[src/rtl/spa_pkg.sv]
// ----------------------------------------------------------------------------
// spa_pkg
// Shared types and constants for the sparse polynomial adder.
// ----------------------------------------------------------------------------
package spa_pkg;

   localparam int MAX_TERMS = 16;
   localparam int IDX_W     = (MAX_TERMS > 1) ? $clog2(MAX_TERMS) : 1;
   localparam int CNT_W     = $clog2(MAX_TERMS + 1);
   localparam int TERM_W    = 32;

   localparam logic [1:0] CMD_LOAD_A = 2'd0;
   localparam logic [1:0] CMD_LOAD_B = 2'd1;
   localparam logic [1:0] CMD_START  = 2'd2;

   typedef struct packed {
      logic [1:0]         cmd;
      logic signed [15:0] coef_in;
      logic [15:0]        expo_in;
   } req_type;

   typedef struct packed {
      logic signed [16:0] coef_out;
      logic [15:0]        expo_out;
      logic               last;
      logic               overflow;
      logic               empty_res;
   } rsp_type;

   typedef struct packed {
      logic signed [15:0] coef;
      logic [15:0]        expo;
   } term_type;

endpackage

[src/rtl/spa_ram.sv]
// ----------------------------------------------------------------------------
// spa_ram
// Generic single-write, single-read RAM with registered read data.
// ----------------------------------------------------------------------------
module spa_ram #(
   parameter int WIDTH = 32,
   parameter int DEPTH = 16
) (
   input  logic                                         clock,
   input  logic                                         wr_en,
   input  logic [((DEPTH > 1) ? $clog2(DEPTH) : 1)-1:0] wr_addr,
   input  logic [WIDTH-1:0]                             wr_data,
   input  logic [((DEPTH > 1) ? $clog2(DEPTH) : 1)-1:0] rd_addr,
   output logic [WIDTH-1:0]                             rd_data
);

   logic [WIDTH-1:0] mem_ff [DEPTH];

   always_ff @(posedge clock) begin
      if (wr_en) begin
         mem_ff[wr_addr] <= wr_data;
      end
      rd_data <= mem_ff[rd_addr];
   end

endmodule

[src/rtl/sparse_polynomial_adder.sv]
// ----------------------------------------------------------------------------
// sparse_polynomial_adder
// Loads two descending-exponent term lists into RAMs and merges them on a
// start beat, emitting one summed or copied term per result beat.
// ----------------------------------------------------------------------------
//  channel | ports                          | payload
//  req     | req_valid, req_stall, req_data | cmd, coef_in, expo_in
//  rsp     | rsp_valid, rsp_stall, rsp_data | coef_out, expo_out, last,
//          |                                | overflow, empty_res
//
//  Load beats give no result.
//  A start beat runs the merge: one term per cycle into the output register,
//  paced by the RAM read loop (next index drives the read address).
//  req_stall is high for the whole merge; rsp_stall holds the output register
//  and pauses the merge. Reset is synchronous and clears counts and flags;
//  RAM contents are not cleared.
// ----------------------------------------------------------------------------
module sparse_polynomial_adder
   import spa_pkg::*;
(
   input  logic    clock,
   input  logic    reset,
   input  logic    req_valid,
   output logic    req_stall,
   input  req_type req_data,
   output logic    rsp_valid,
   input  logic    rsp_stall,
   output rsp_type rsp_data
);

   localparam logic ST_IDLE  = 1'b0;
   localparam logic ST_MERGE = 1'b1;

   logic             state_ff, state_in;
   logic [CNT_W-1:0] cnt_a_ff, cnt_a_in, cnt_b_ff, cnt_b_in;
   logic [CNT_W-1:0] i_ff, i_in, j_ff, j_in;
   logic             dropped_ff, dropped_in;
   logic             rsp_valid_ff, rsp_valid_in;
   rsp_type          rsp_ff, rsp_in;

   logic             req_acc, out_free, emit;
   logic             wr_a, wr_b, a_ok, b_ok, take_a, take_b;
   term_type         wr_term, q_a, q_b;
   logic signed [16:0] coef_sum;

   assign req_stall = (state_ff != ST_IDLE);
   assign req_acc   = req_valid && !req_stall;
   assign out_free  = !rsp_valid_ff || !rsp_stall;
   assign emit      = (state_ff == ST_MERGE) && out_free;

   assign wr_term.coef = req_data.coef_in;
   assign wr_term.expo = req_data.expo_in;
   assign wr_a = req_acc && (req_data.cmd == CMD_LOAD_A) && (cnt_a_ff < CNT_W'(MAX_TERMS));
   assign wr_b = req_acc && (req_data.cmd == CMD_LOAD_B) && (cnt_b_ff < CNT_W'(MAX_TERMS));

   spa_ram #(.WIDTH(TERM_W), .DEPTH(MAX_TERMS)) u_ram_a (
      .clock   (clock),
      .wr_en   (wr_a),
      .wr_addr (cnt_a_ff[IDX_W-1:0]),
      .wr_data (wr_term),
      .rd_addr (i_in[IDX_W-1:0]),
      .rd_data (q_a)
   );

   spa_ram #(.WIDTH(TERM_W), .DEPTH(MAX_TERMS)) u_ram_b (
      .clock   (clock),
      .wr_en   (wr_b),
      .wr_addr (cnt_b_ff[IDX_W-1:0]),
      .wr_data (wr_term),
      .rd_addr (j_in[IDX_W-1:0]),
      .rd_data (q_b)
   );

   assign a_ok     = i_ff < cnt_a_ff;
   assign b_ok     = j_ff < cnt_b_ff;
   assign coef_sum = {q_a.coef[15], q_a.coef} + {q_b.coef[15], q_b.coef};

   always_comb begin
      take_a = 1'b0;
      take_b = 1'b0;
      if (a_ok && b_ok) begin
         if (q_a.expo == q_b.expo) begin
            take_a = 1'b1;
            take_b = 1'b1;
         end else if (q_a.expo > q_b.expo) begin
            take_a = 1'b1;
         end else begin
            take_b = 1'b1;
         end
      end else begin
         take_a = a_ok;
         take_b = b_ok;
      end
   end

   always_comb begin
      state_in     = state_ff;
      cnt_a_in     = cnt_a_ff;
      cnt_b_in     = cnt_b_ff;
      i_in         = i_ff;
      j_in         = j_ff;
      dropped_in   = dropped_ff;
      rsp_valid_in = rsp_valid_ff && rsp_stall;
      rsp_in       = rsp_ff;

      case (state_ff)
         ST_IDLE: begin
            if (req_acc) begin
               case (req_data.cmd)
                  CMD_LOAD_A: begin
                     if (wr_a) cnt_a_in = cnt_a_ff + CNT_W'(1);
                     else      dropped_in = 1'b1;
                  end
                  CMD_LOAD_B: begin
                     if (wr_b) cnt_b_in = cnt_b_ff + CNT_W'(1);
                     else      dropped_in = 1'b1;
                  end
                  CMD_START: state_in = ST_MERGE;
                  default: ;
               endcase
            end
         end
         ST_MERGE: begin
            if (emit) begin
               if (take_a) i_in = i_ff + CNT_W'(1);
               if (take_b) j_in = j_ff + CNT_W'(1);
               rsp_valid_in       = 1'b1;
               rsp_in.overflow    = dropped_ff;
               rsp_in.empty_res   = !a_ok && !b_ok;
               rsp_in.last        = (i_in == cnt_a_ff) && (j_in == cnt_b_ff);
               if (take_a && take_b) begin
                  rsp_in.coef_out = coef_sum;
                  rsp_in.expo_out = q_a.expo;
               end else if (take_a) begin
                  rsp_in.coef_out = {q_a.coef[15], q_a.coef};
                  rsp_in.expo_out = q_a.expo;
               end else if (take_b) begin
                  rsp_in.coef_out = {q_b.coef[15], q_b.coef};
                  rsp_in.expo_out = q_b.expo;
               end else begin
                  rsp_in.coef_out = '0;
                  rsp_in.expo_out = '0;
               end
               if (rsp_in.last) begin
                  state_in   = ST_IDLE;
                  cnt_a_in   = '0;
                  cnt_b_in   = '0;
                  i_in       = '0;
                  j_in       = '0;
                  dropped_in = 1'b0;
               end
            end
         end
         default: state_in = ST_IDLE;
      endcase
   end

   always_ff @(posedge clock) begin
      if (reset) begin
         state_ff     <= ST_IDLE;
         cnt_a_ff     <= '0;
         cnt_b_ff     <= '0;
         i_ff         <= '0;
         j_ff         <= '0;
         dropped_ff   <= 1'b0;
         rsp_valid_ff <= 1'b0;
      end else begin
         state_ff     <= state_in;
         cnt_a_ff     <= cnt_a_in;
         cnt_b_ff     <= cnt_b_in;
         i_ff         <= i_in;
         j_ff         <= j_in;
         dropped_ff   <= dropped_in;
         rsp_valid_ff <= rsp_valid_in;
      end
      rsp_ff <= rsp_in;
   end

   assign rsp_valid = rsp_valid_ff;
   assign rsp_data  = rsp_ff;

`ifndef SYNTHESIS
   a_cnt_range: assert property (@(posedge clock) disable iff (reset)
      (cnt_a_ff <= CNT_W'(MAX_TERMS)) && (cnt_b_ff <= CNT_W'(MAX_TERMS)))
      else $error("term count beyond capacity");

   a_idx_range: assert property (@(posedge clock) disable iff (reset)
      (i_ff <= cnt_a_ff) && (j_ff <= cnt_b_ff))
      else $error("merge index past count");

   a_idle_idx: assert property (@(posedge clock) disable iff (reset)
      (state_ff == ST_IDLE) |-> (i_ff == '0) && (j_ff == '0))
      else $error("merge index not cleared in idle");

   a_last_clears: assert property (@(posedge clock) disable iff (reset)
      emit && rsp_in.last |=> (state_ff == ST_IDLE) && (cnt_a_ff == '0) &&
                              (cnt_b_ff == '0) && !dropped_ff)
      else $error("state not cleared after last beat");

   a_empty_beat: assert property (@(posedge clock) disable iff (reset)
      rsp_valid_ff && rsp_ff.empty_res |-> rsp_ff.last && (rsp_ff.coef_out == '0) &&
                                           (rsp_ff.expo_out == '0))
      else $error("empty result beat malformed");
`endif

endmodule

[config.mk]
export PLATFORM = sky130hd
export DESIGN_NAME = sparse_polynomial_adder
export DESIGN_NICKNAME = d
export VERILOG_FILES = /design/src/rtl/spa_pkg.sv /design/src/rtl/spa_ram.sv /design/src/rtl/sparse_polynomial_adder.sv
export SDC_FILE = /design/constraint.sdc
export NUM_CORES = 1
export LEC_CHECK = 0
export ABC_AREA = 1
export BUFFER_PORTS_ARGS = -buffer_cell sky130_fd_sc_hd__buf_2
export CAP_MARGIN = 15
export CORE_UTILIZATION = 50
export DETAILED_ROUTE_END_ITERATION = 8
export PLACE_DENSITY = 0.7
export SLEW_MARGIN = 20
export SYNTH_ARGS = -nofsm -noshare
export SYNTH_HDL_FRONTEND = slang
export SYNTH_HIERARCHICAL = 1
export SYNTH_SLANG_ARGS = --single-unit
[constraint.sdc]
create_clock -name clock -period 4.5 [get_ports clock]
set_input_delay 0 -clock clock [delete_from_list [all_inputs] [get_ports clock]]
set_output_delay 0 -clock clock [all_outputs]
set_load 0.01 [all_outputs]
==> metrics.md <==
| Metric | Value |
|---|---|
| Outcome | `complete, no violations` |
| Final setup violation count | `0` |
| Number of CTS-inserted buffers | `113` |
| Via count normalized by instance count | `5.355` |
| Kind of start point of the critical path | `flop` |
| Required time of the critical path | `5040 ps` |
| Height of the chip | `318.5 microns` |
| Post-synthesis async set-or-reset flop share | `0` |
| Half-perimeter wire length after placement | `75690 microns` |
| Share of power burned in combinational logic | `0.179` |
| Fraction of the yosys area taken by sequential cells | `0.6704` |
| Number of clock sinks | `1147` |
| Number of maximum-capacitance violations | `0` |
| Vias in the first global route | `32200` |
| Total negative setup slack | `0 ps` |
| Initial cell density of the core | `0.5066` |
| Number of remaining DRC errors | `0` |
| Post-synthesis cell count | `4880` |
| Average wire per cell in the routed design | `20.52 microns` |
| Worst-margin pin slew | `988.8 ps` |
| CTS H-tree depth | `3` |
| Post-place instance area | `52260 sq um` |
| Area fraction in and, or, nand and nor cells after synthesis | `0.2098` |
| Global placer's final weighted congestion | `0.8810` |
| Kind of critical path | `flop to flop` |
| P_int | `18.83 mW` |
| Die extent in x | `318.5 microns` |
| Layer carrying the most global-route usage | `met2` |
| Total power per unit cell area | `467.7 nW/um^2` |
| Main synth FF type | `sky130_fd_sc_hd__edfxtp_1` |
| Met2 Use GR | `0.4089` |
| Vias after detailed routing | `34230` |
| Clock latency reported for the late side of the worst-skew pair | `710 ps` |
| Arrival time at the worst endpoint | `4670 ps` |
| Die Footprint | `101400 sq um` |
| Number of distinct standard cells referenced by the synthesized netlist | `38` |
| Clock input transition at the sequential cells of the worst setup and hold paths | `70 ps` |
| Static leakage | `23.86 nW` |
| Pin count of the biggest net entering global routing | `123` |
| Worst min-delay path class | `input pin to flop` |
| Mux share of post-synthesis cell area | `0` |
| Mapped Area | `50080 sq um` |
| Sw power | `7.576 mW` |
| Arithmetic-cell share of the synthesized area counting full adders, half adders and majority gates | `0.01139` |
| Drt total wl | `131100 microns` |
| Number of placed I/O pins | `76` |
| Post-layout min period | `4122 ps` |
| EDFF count, synth | `1060` |
| Net Count, Synth | `4963` |
| Final global-route overflow total | `0` |
| GRT Overall Usage | `0.2552` |
| Core area | `98850 sq um` |
| Number of synthesized register bits | `1147` |
| Switching part of the total power | `0.2869` |
| RSZ-0062 raised after global routing | `no` |
| Antenna viol nets, final | `0` |
| Antenna violations before repair | `7` |
| Max_slew headroom | `0.3392` |
| Met3 Resource Use GR | `0.04395` |
| CP max FO | `37` |
| Post-route clock period utilization | `0.9160` |
| Clock Tree Buf Depth | `3` |
| Setup slack at placement | `94.12 ps` |
| Dominant combinational cell family by area after synthesis | `simple AND/OR/NAND/NOR gates` |
| Layout fillers | `7968` |
| Setup skew after layout | `28.75 ps` |
| Iter 0 DRT Violations | `3741` |
| Layout-stage area growth over the synthesis result | `12.74%` |
| Ratio of cells with drive above 1 in the final layout | `0.08446` |
| Count of final hold-check violations | `0` |
| Highest-count cells in the layout ignoring fill and taps | `sky130_fd_sc_hd__nand2_1, sky130_fd_sc_hd__edfxtp_1, sky130_fd_sc_hd__inv_1` |
| Synth warn | `6` |
| Net count of the finished layout | `5085` |
| Most frequent standard cell in the layout excluding fill and tap cells | `sky130_fd_sc_hd__nand2_1` |
| Clock power frac | `0.354` |
| Buffers added on ports | `75` |
| Clock root buffer | `sky130_fd_sc_hd__clkbuf_16` |
| First-pass GRT wire length | `196000 microns` |
| Clock tree from TritonCTS | `done` |
| Part of the power in registers | `0.467` |
| Met1 routing resource usage after global routing | `0.3551` |
| Number of max-slew violations in the final report | `0` |
| Post-Synth XOR/XNOR Area | `0.002798` |
| Average footprint of a synthesized cell | `10.26 sq um` |
| Post-layout worst setup margin | `378.2 ps` |
| Post-route cell area | `56460 sq um` |
| Max Fclk | `242.6 MHz` |
| Initial DRT Pass Iterations | `5` |
| Setup crit end kind | `flop` |
| Number of standard-cell rows in the floorplan | `115` |
| Maximum resistive drop on vdd | `0.3042 mV` |
| Area fraction in compound gates after synthesis | `0.01202` |
==> metal layers <==
layer  vias up  wire, microns
li1      16110              -
met1     16350          54270
met2      1546          60830
met3       224          12400
met4         4           3606
met5         -             21
==> registers in the layout (all words and copies together), names as in the netlist <==
name             count
i_ff                 5
u_ram_b/rd_data     32
j_ff                 5
u_ram_a/rd_data     32
cnt_a_ff             5
rsp_data            36
dropped_ff           1
rsp_valid            1
req_stall            1
u_ram_b/mem_ff     512
cnt_b_ff             5
u_ram_a/mem_ff     512
==> power by group through the flow <==
stage | clock (mW) | sequential (mW) | combinational, mW
after floorplan | 0 | 12.4 | 3.13
after global placement | 0 | 12.6 | 4.47
after detailed placement | 0 | 12.6 | 4.53
after CTS | 9.44 | 12.3 | 4.60
after global routing | 9.89 | 12.3 | 5.24
final | 9.34 | 12.3 | 4.73
==> metrics by stage <==
step | hold WS, ps | total power [mW] | instances | util
after floorplan | 69.07 | 15.51 | 4880 | -
after global placement | 321.4 | 17.03 | 6133 | 0.5287
after detailed placement | 326.2 | 17.09 | 6133 | 0.5287
after CTS | 66.38 | 26.38 | 6387 | 0.5697
after global routing | 139.7 | 27.47 | 6391 | 0.5711
final | 100.8 | 26.41 | 6392 | 0.5712
==> kinds of logic (layout without fill, tap and decap cells) <==
group / after synthesis / count (layout)
AO/OA/AOI/OAI: 104 / 104
XOR/XNOR: 16 / 16
adder cells (fa/ha/maj): 45 / 45
buffers and inverters: 1082 / 1305
flip-flops: 1147 / 1147
other: 0 / 2
AND/OR/NAND/NOR: 2486 / 2486
==> critical path, cell delays in order, from the launching register on <==
cell	delay [ps]
sky130_fd_sc_hd__dfxtp_1	400
sky130_fd_sc_hd__inv_1	170
sky130_fd_sc_hd__ha_1	330
sky130_fd_sc_hd__nand2_1	100
sky130_fd_sc_hd__inv_1	40
sky130_fd_sc_hd__nand2_1	50
sky130_fd_sc_hd__nand2_1	70
sky130_fd_sc_hd__nand2_1	70
sky130_fd_sc_hd__nand3_1	70
sky130_fd_sc_hd__nor2_1	260
sky130_fd_sc_hd__nand2_2	200
sky130_fd_sc_hd__nand2_4	150
sky130_fd_sc_hd__nand2_1	80
sky130_fd_sc_hd__nand2_1	90
sky130_fd_sc_hd__nand2_1	60
sky130_fd_sc_hd__nand2_1	90
sky130_fd_sc_hd__nand4_1	80
sky130_fd_sc_hd__nor2_1	120
sky130_fd_sc_hd__nand2_2	140
sky130_fd_sc_hd__buf_4	170
sky130_fd_sc_hd__nand2_1	110
sky130_fd_sc_hd__nand2_4	100
sky130_fd_sc_hd__clkinv_2	250
sky130_fd_sc_hd__buf_12	290
sky130_fd_sc_hd__nand3_1	120
sky130_fd_sc_hd__nand3_1	130
sky130_fd_sc_hd__nand2_2	170
==> cell usage after synthesis (4+ instances only) <==
cell type | number | share of area
sky130_fd_sc_hd__buf_1 | 28 | 0.0021
sky130_fd_sc_hd__ha_1 | 44 | 0.011
sky130_fd_sc_hd__nand2_2 | 4 | 0.00050
sky130_fd_sc_hd__xnor2_1 | 5 | 0.00087
sky130_fd_sc_hd__a31oi_1 | 8 | 0.0010
sky130_fd_sc_hd__buf_6 | 59 | 0.013
sky130_fd_sc_hd__nand3_1 | 823 | 0.082
sky130_fd_sc_hd__buf_4 | 12 | 0.0018
sky130_fd_sc_hd__edfxtp_1 | 1060 | 0.64
sky130_fd_sc_hd__nor2_1 | 83 | 0.0062
sky130_fd_sc_hd__nand2_1 | 1543 | 0.12
sky130_fd_sc_hd__dfxtp_1 | 87 | 0.035
sky130_fd_sc_hd__buf_2 | 83 | 0.0083
sky130_fd_sc_hd__clkbuf_1 | 40 | 0.0030
sky130_fd_sc_hd__o21ai_0 | 23 | 0.0023
sky130_fd_sc_hd__a22oi_1 | 5 | 0.00075
sky130_fd_sc_hd__xor2_1 | 11 | 0.0019
sky130_fd_sc_hd__inv_1 | 851 | 0.064
sky130_fd_sc_hd__nand3b_1 | 5 | 0.00075
sky130_fd_sc_hd__o31ai_1 | 18 | 0.0027
sky130_fd_sc_hd__nand4_1 | 13 | 0.0016
sky130_fd_sc_hd__a21oi_1 | 46 | 0.0046
==> area by class of cell <==
class,instances,area [sq um],area share
Multi-Input combinational cell,2651,12130,0.2149
Tap cell,1287,1610,0.02852
Sequential cell,1147,33580,0.5947
Clock inverter,58,535.5,0.009485
Timing Repair Buffer,231,2208,0.03911
Antenna cell,2,5.005,0.00008864
Inverter,858,3252,0.05760
Clock buffer,158,3138,0.05558
==> what timing repair did <==
action,4_1_cts,5_1_grt
setup endpoints to repair,0,59
hold buffers,38,0
resized for setup,0,17
endpoints found under the hold margin,1047,0
setup buffers,0,0
==> path summary, 6_finish.rpt <==
path                             from                  end  slack [ps]  depth (start not counted)
setup / recovery  u_ram_b/rd_data[11]  u_ram_b/rd_data[14]         380                         26
hold / removal           req_data[32]          cnt_a_ff[4]         100                          6
setup reg to reg  u_ram_b/rd_data[11]  u_ram_b/rd_data[14]         380                         26
hold reg to reg            dropped_ff          rsp_data[1]         460                          0
(Power assumes the default switching activity.)
